--- src/hdl/meb_pkg.sv ---
// Shared types, constants and fixed-point helpers for the Mandelbrot escape band core.
// No dependencies; imported by meb_mul and mandelbrot_escape_band_core.
package meb_pkg;

  localparam int FRAC_W      = 20;
  localparam int RECIP_SHIFT = 33;

  // ceil(2^33 / 10): exact floor division by ten for dividends below 2^30.
  localparam logic signed [31:0] RECIP10    = 32'sd858993460;
  localparam logic signed [32:0] ESC_LIMIT  = 33'sh000400000;
  localparam logic        [4:0]  ROUND_HALF = 5'd5;

  localparam logic [7:0] CAP_RESET  = 8'd128;
  localparam logic [2:0] BAND_RESET = 3'd3;

  localparam int CFG_IDX_W = 2;
  localparam logic [CFG_IDX_W-1:0] CFG_CAP  = 2'd0;
  localparam logic [CFG_IDX_W-1:0] CFG_BAND = 2'd1;

  typedef enum logic [3:0] {
    S_IDLE,
    S_SCX,
    S_SCY,
    S_SCI,
    S_MRR,
    S_MII,
    S_MRI,
    S_UPD,
    S_FIN
  } meb_state_t;

  // Q12.20 product: floor shift by the fraction width, then clamp to 32 bits.
  function automatic logic signed [31:0] sat_prod(input logic signed [63:0] p);
    logic signed [43:0] q;
    q = p[63:FRAC_W];
    if (q[43:31] == {13{q[43]}}) begin
      sat_prod = q[31:0];
    end else if (q[43]) begin
      sat_prod = {1'b1, {31{1'b0}}};
    end else begin
      sat_prod = {1'b0, {31{1'b1}}};
    end
  endfunction

  function automatic logic signed [31:0] sat_sum(input logic signed [33:0] s);
    if (s[33:31] == {3{s[33]}}) begin
      sat_sum = s[31:0];
    end else if (s[33]) begin
      sat_sum = {1'b1, {31{1'b0}}};
    end else begin
      sat_sum = {1'b0, {31{1'b1}}};
    end
  endfunction

endpackage

--- src/hdl/meb_mul.sv ---
// Shared 32x32 signed multiplier with a registered 64-bit product.
// Depends on meb_pkg for the Q12.20 saturating product view.
module meb_mul
  import meb_pkg::*;
(
  input  logic               clk,
  input  logic signed [31:0] mul_a,
  input  logic signed [31:0] mul_b,
  output logic signed [63:0] prod,
  output logic signed [31:0] prod_fx
);

  logic signed [63:0] prod_r;

  always_ff @(posedge clk) begin
    prod_r <= mul_a * mul_b;
  end

  assign prod    = prod_r;
  assign prod_fx = sat_prod(prod_r);

endmodule

--- src/hdl/mandelbrot_escape_band_core.sv ---
// Mandelbrot escape-time core: one input point in, one iteration count and band flag out.
// Depends on meb_pkg and meb_mul (the shared multiplier).
//
// Usage:
//   The input channel (in_valid/in_ready) carries one point as signed Q8.8 coordinates.
//   The point is scaled by 0.2 into c and z = z*z + c is iterated from zero in Q12.20.
//   The output channel (out_valid/out_ready) returns the final count (1 .. cap + 1) and
//   a flag that is high when the count modulo 8 matches the band residue.
//   The configuration port writes iteration_cap (index 0) or band_residue (index 1) on
//   any cycle with cfg_we high; other indices are ignored. Write only while idle.
// Timing:
//   One multiplier serves every product, so each iteration steps through three products
//   and an update (S_MRR, S_MII, S_MRI, S_UPD; the final one skips the update), and scaling
//   steps through S_SCX, S_SCY and S_SCI. One point is processed at a time; in_ready is
//   high only when the sequencer is idle, including while a finished result still waits
//   in the output register.
// Reset and stalls:
//   Synchronous active-low reset returns the sequencer to idle, clears the output valid
//   and loads cap 128 and residue 3. If the receiver stalls, a finished count waits in
//   the sequencer until the output register frees up.
module mandelbrot_escape_band_core
  import meb_pkg::*;
(
  input  logic                 clk,
  input  logic                 rst_n,
  input  logic                 in_valid,
  output logic                 in_ready,
  input  logic signed [15:0]   in_point_x,
  input  logic signed [15:0]   in_point_y,
  output logic                 out_valid,
  input  logic                 out_ready,
  output logic        [8:0]    out_iter_count,
  output logic                 out_in_band,
  input  logic                 cfg_we,
  input  logic [CFG_IDX_W-1:0] cfg_index,
  input  logic        [7:0]    cfg_wdata
);

  meb_state_t state_r, state_nxt;

  logic        [7:0]  cap_r;
  logic        [2:0]  band_r;
  logic signed [15:0] px_r, py_r;
  logic signed [31:0] cre_r, cre_nxt;
  logic signed [31:0] cim_r, cim_nxt;
  logic signed [31:0] re_r, re_nxt;
  logic signed [31:0] im_r, im_nxt;
  logic signed [31:0] rr_r, rr_nxt;
  logic signed [31:0] ii_r, ii_nxt;
  logic        [8:0]  cnt_r, cnt_nxt;
  logic               out_valid_r, out_valid_nxt;
  logic        [8:0]  out_cnt_r;
  logic               out_band_r;

  logic signed [31:0] mul_a, mul_b;
  logic signed [63:0] prod;
  logic signed [31:0] prod_fx;
  logic signed [31:0] vx, vy;
  logic signed [31:0] scaled;
  logic signed [32:0] mag_sum;
  logic               escaped;
  logic               cap_hit;
  logic               out_load;
  logic               accept;

  meb_mul u_mul (
    .clk     (clk),
    .mul_a   (mul_a),
    .mul_b   (mul_b),
    .prod    (prod),
    .prod_fx (prod_fx)
  );

  // Dividend for the scaling: |p| * 8192 + 5, later divided by ten.
  function automatic logic signed [31:0] scale_arg(input logic signed [15:0] p);
    logic [16:0] mag;
    mag = p[15] ? (17'd0 - {p[15], p}) : {1'b0, p};
    scale_arg = {2'b00, mag, 13'b0} + {27'b0, ROUND_HALF};
  endfunction

  function automatic logic signed [31:0] scale_res(input logic signed [63:0] p,
                                                   input logic neg);
    logic [31:0] r;
    r = {7'b0, p[RECIP_SHIFT+24:RECIP_SHIFT]};
    scale_res = neg ? (32'd0 - r) : r;
  endfunction

  assign vx = scale_arg(px_r);
  assign vy = scale_arg(py_r);

  assign accept   = in_valid && in_ready;
  assign mag_sum  = {rr_r[31], rr_r} + {prod_fx[31], prod_fx};
  assign escaped  = (mag_sum >= ESC_LIMIT);
  assign cap_hit  = (cnt_r >= {1'b0, cap_r});
  assign out_load = (state_r == S_FIN) && (!out_valid_r || out_ready);
  assign scaled   = scale_res(prod, (state_r == S_SCY) ? px_r[15] : py_r[15]);

  // Next state.
  always_comb begin
    state_nxt = state_r;
    unique case (state_r)
      S_IDLE: if (in_valid) state_nxt = S_SCX;
      S_SCX:  state_nxt = S_SCY;
      S_SCY:  state_nxt = S_SCI;
      S_SCI:  state_nxt = S_MRR;
      S_MRR:  state_nxt = S_MII;
      S_MII:  state_nxt = S_MRI;
      S_MRI:  state_nxt = (escaped || cap_hit) ? S_FIN : S_UPD;
      S_UPD:  state_nxt = S_MRR;
      S_FIN:  if (out_load) state_nxt = S_IDLE;
      default: state_nxt = S_IDLE;
    endcase
  end

  // Multiplier operands and datapath updates.
  always_comb begin
    mul_a   = '0;
    mul_b   = '0;
    cre_nxt = cre_r;
    cim_nxt = cim_r;
    re_nxt  = re_r;
    im_nxt  = im_r;
    rr_nxt  = rr_r;
    ii_nxt  = ii_r;
    cnt_nxt = cnt_r;
    in_ready = 1'b0;
    unique case (state_r)
      S_IDLE: begin
        in_ready = 1'b1;
        re_nxt   = '0;
        im_nxt   = '0;
        cnt_nxt  = '0;
      end
      S_SCX: begin
        mul_a = vx;
        mul_b = RECIP10;
      end
      S_SCY: begin
        mul_a   = vy;
        mul_b   = RECIP10;
        cre_nxt = scaled;
      end
      S_SCI: cim_nxt = scaled;
      S_MRR: begin
        mul_a = re_r;
        mul_b = re_r;
      end
      S_MII: begin
        mul_a  = im_r;
        mul_b  = im_r;
        rr_nxt = prod_fx;
      end
      S_MRI: begin
        mul_a  = re_r;
        mul_b  = im_r;
        ii_nxt = prod_fx;
        if (!escaped) cnt_nxt = cnt_r + 9'd1;
      end
      S_UPD: begin
        re_nxt = sat_sum({{2{rr_r[31]}}, rr_r} - {{2{ii_r[31]}}, ii_r}
                         + {{2{cre_r[31]}}, cre_r});
        im_nxt = sat_sum({prod_fx[31], prod_fx, 1'b0} + {{2{cim_r[31]}}, cim_r});
      end
      S_FIN: ;
      default: ;
    endcase
  end

  always_comb begin
    if (out_load) begin
      out_valid_nxt = 1'b1;
    end else if (out_ready) begin
      out_valid_nxt = 1'b0;
    end else begin
      out_valid_nxt = out_valid_r;
    end
  end

  always_ff @(posedge clk) begin
    if (!rst_n) begin
      state_r     <= S_IDLE;
      out_valid_r <= 1'b0;
      cap_r       <= CAP_RESET;
      band_r      <= BAND_RESET;
    end else begin
      state_r     <= state_nxt;
      out_valid_r <= out_valid_nxt;
      if (cfg_we) begin
        unique case (cfg_index)
          CFG_CAP:  cap_r  <= cfg_wdata;
          CFG_BAND: band_r <= cfg_wdata[2:0];
          default: ;
        endcase
      end
    end
  end

  always_ff @(posedge clk) begin
    if (accept) begin
      px_r <= in_point_x;
      py_r <= in_point_y;
    end
    cre_r <= cre_nxt;
    cim_r <= cim_nxt;
    re_r  <= re_nxt;
    im_r  <= im_nxt;
    rr_r  <= rr_nxt;
    ii_r  <= ii_nxt;
    cnt_r <= cnt_nxt;
    if (out_load) begin
      out_cnt_r  <= cnt_r;
      out_band_r <= (cnt_r[2:0] == band_r);
    end
  end

  assign out_valid      = out_valid_r;
  assign out_iter_count = out_cnt_r;
  assign out_in_band    = out_band_r;

`ifndef SYNTHESIS
  a_busy_after_accept: assert property (@(posedge clk) disable iff (!rst_n)
    accept |=> !in_ready)
    else $error("core accepted a transaction while a point was in progress");

  a_iteration_order: assert property (@(posedge clk) disable iff (!rst_n)
    (state_r == S_MII) |=> (state_r == S_MRI))
    else $error("product sequence broken between im*im and re*im");

  a_count_range: assert property (@(posedge clk) disable iff (!rst_n)
    out_valid |-> (out_iter_count != 9'd0) && (out_iter_count <= 9'd256))
    else $error("iteration count outside 1 .. 256");

  a_fin_holds: assert property (@(posedge clk) disable iff (!rst_n)
    (state_r == S_FIN) && out_valid && !out_ready |=> (state_r == S_FIN))
    else $error("finished count left the sequencer while the output was stalled");
`endif

endmodule

--- config.mk ---
export PLATFORM = sky130hd
export DESIGN_NAME = mandelbrot_escape_band_core
export DESIGN_NICKNAME = d
export VERILOG_FILES = /design/src/hdl/meb_pkg.sv /design/src/hdl/meb_mul.sv /design/src/hdl/mandelbrot_escape_band_core.sv
export SDC_FILE = /design/constraint.sdc
export NUM_CORES = 2
export LEC_CHECK = 0
export ABC_AREA = 1
export ABC_CLOCK_PERIOD_IN_PS = 10800
export BUFFER_PORTS_ARGS = -buffer_cell sky130_fd_sc_hd__clkbuf_2
export CAP_MARGIN = 20
export CORE_MARGIN = 2
export CORE_UTILIZATION = 60
export CTS_BUF_LIST = sky130_fd_sc_hd__clkbuf_4
export CTS_CLUSTER_DIAMETER = 80
export DETAILED_ROUTE_END_ITERATION = 12
export HOLD_SLACK_MARGIN = 0.1
export PLACE_DENSITY_LB_ADDON = 0.05
export RECOVER_POWER = 25
export SLEW_MARGIN = 20
export SYNTH_ARGS = -nofsm -noshare
export SYNTH_HDL_FRONTEND = slang
export SYNTH_HIERARCHICAL = 1
export SYNTH_SLANG_ARGS = --single-unit
--- constraint.sdc ---
create_clock -name clk -period 10.8 [get_ports clk]
set_input_delay 2.16 -clock clk [delete_from_list [all_inputs] [get_ports clk]]
set_output_delay 2.16 -clock clk [all_outputs]
set_load 0.005 [all_outputs]
==> results.py <==
metrics = {
    "clock_network": {
        "cts_buffer_depth": 3,
        "hold_buffers": 0,
        "htreeDepth": 3,
        "clock-sinks": 291,
        "ctsResizeCount": 0,
        "postCtsSetupBuffers": 0,
        "cts_buffers": 85,
        "cts-root-buf": "clkbuf_4",
        "clock_latency_ps": 1000,
        "cts_tree": "done",
        "path_clk_slew_ps": 60,
    },
    "power": {
        "p_comb_frac": 0.773,
        "ir_worst_vdd_v": 0.000241,
        "switching_power_w": 0.00778,
        "intPower_w": 0.00515,
        "swShare": 0.602,
        "p_total_w": 0.0129,
        "p_leak_nw": 34.7,
        "clock_power_share": 0.084,
        "p_per_area_nw_per_um2": 212,
        "power.share.sequential": 0.143,
    },
    "route": {
        "ant_nets": 0,
        "vias": 47307,
        "drc": 0,
        "vias_per_cell": 5.46,
        "routed_wl_um": 180000,
        "post_drt_wl_per_cell_um": 20.7,
        "drt_iter0_drc": 4935,
        "drt_first_pass_iters": 8,
    },
    "critical_path": {
        "crit_path_end_kind": "register",
        "cp_slowest_cell": "clkbuf_1",
        "cp.required_ps": 11580,
        "cp_max_fo": 28,
        "max_stage_delay_ps": 640,
        "crit_type": "register to register",
        "start_kind": "register",
        "worstPathArrival_ps": 10840,
        "crit_top_cell": "fa_1",
    },
    "floorplan": {
        "die-area_um2": 98700,
        "die_w_um": 314,
        "start_util": 0.606,
        "io_pins": 59,
        "core_area_um2": 95200,
        "core.rowCount": 113,
        "dieHeight_um": 314,
    },
    "global_routing": {
        "grt_overflow_total": 0,
        "grtUsageMet2": 0.599,
        "grt_antenna_before_repair": 4,
        "grt_pass1_wl_um": 282000,
        "grt_util_all_layers": 0.378,
        "met1_usage": 0.519,
        "top_usage_layer": "met2",
        "grt_util_met3": 0.0622,
        "grt_pass1_vias": 48379,
        "grt_max_degree": 66,
    },
    "layout": {
        "drive_gt1_frac": 0.0610,
        "nNetsFinal": 8784,
        "syn_to_final_growth_pct": 5.61,
    },
    "place": {
        "port_buffers": 58,
        "place_congestion": 1.06,
        "dp_hpwl_um": 151000,
        "dp_worst_setup_slack_ps": 1460,
    },
    "sta": {
        "whs_ps": 469,
        "rsz0062_at_grt": "false",
        "max_freq_ghz": 0.0994,
        "fin_setup_tns_ps": 0,
        "setup_ws_ps": 740,
        "min_period_ps": 10060,
        "setup_viol": 0,
        "finalCritPeriodShare": 0.932,
        "relSlewSlack": -0.186,
        "drv_slew": 27,
        "finalHoldViolations": 0,
        "tightestPinTransition_ps": 1780,
        "fin_skew_ps": 116,
    },
    "synth": {
        "yosysWarnings": 6,
        "synth.avg_cell_area_um2": 7.89,
        "syn_area_um2": 57700,
        "synth_nets": 8770,
        "netlist_instances": 7313,
    },
    "status": {
        "violations": "max-capacitance violations, max-slew violations",
        "status": "complete, but fails checks",
    },
    "worst_hold_path": {
        "hold_path.class": "register to register",
    },
    "flow_run": {
        "maxCapViolations": 1,
    },
}
cell usage in the layout (no fill, tap or decap), drive strengths merged, types with 3 or more instances in the layout:
master and instances:
o211ai 12, nand2 1964, a21boi 11, o22ai 34, a31oi 17, diode 5
o31ai 6, xnor2 31, a21o 16, clkbuf 175, dfxtp 60, nand3 191
o2111ai 8, a21oi 262, and3 3, buf 111, o221ai 13, or2 15
o21bai 23, clkinv 39, nor2 330, nand3b 5, fa 1116, ha 294
nand4 65, xor2 81, inv 2081, nor4 16, o21a 5, nor3 48
o21ai 121, edfxtp 231
path summary, 6_finish.rpt:
kind | cells past startpoint | startpoint | slack (ps) | end
max | 32 | state_r[3]$_SDFFE_PN0P_ | 740 | u_mul/prod[38]$_DFF_P_
min | 2 | cap_r[5]$_SDFFE_PN0P_ | 470 | cap_r[5]$_SDFFE_PN0P_
max reg2reg | 32 | state_r[3]$_SDFFE_PN0P_ | 740 | u_mul/prod[38]$_DFF_P_
min reg2reg | 2 | cap_r[5]$_SDFFE_PN0P_ | 470 | cap_r[5]$_SDFFE_PN0P_
sequential cells by signal, summed over array words and instances, names as in the netlist, 4 cells and up:
name / flops
cap_r: 8
u_mul/prod: 44
cnt_r: 9
py_r: 16
cim_r: 26
px_r: 16
cre_r: 26
state_r: 4
ii_r: 32
out_iter_count: 9
re_r: 32
rr_r: 32
im_r: 32
per-layer routing:
layer,vias to the layer above,routed length (µm),part of all wire
met4,2,8990,0.050
met2,2215,82100,0.46
met3,430,15800,0.088
met1,23237,72800,0.41
li1,21423,-,-
met5,-,13,0.000072
critical path, delay by kind of cell (launching register included):
kind | cells | cell delay, ps
fa+ha+maj | 9 | 4590
simple gates | 14 | 2640
buf+inv | 8 | 1930
flops | 1 | 350
compound gates | 1 | 320
per-stage QoR:
stage	utilization	cell area [µm²]	instances
floorplan	-	57700	7313
global placement	0.629	59800	8504
detailed placement	0.629	59900	8505
CTS	0.640	60900	8659
global route	0.640	60900	8664
finish	0.640	60900	8664
power by group through the flow:
stage	registers, W	logic (W)	clock network [W]
2_1_floorplan	0.00171	0.00653	0
3_3_place_gp	0.00186	0.00960	0
3_5_place_dp	0.00186	0.00967	0
4_1_cts	0.00184	0.00975	0.00111
5_1_grt	0.00185	0.0109	0.00116
6_report	0.00184	0.0100	0.00109
layout make-up:
cell class / instances / area [µm²]
well taps: 1265 / 1580
multi-input cells: 4696 / 41200
clock inverters: 40 / 220
flip-flops and latches: 291 / 8140
diodes: 5 / 12.5
repair buffers: 172 / 1150
inverters: 2081 / 7810
fillers: 8517 / 34200
clock buffers: 114 / 856
No activity file was read; power rests on OpenSTA's default activity.
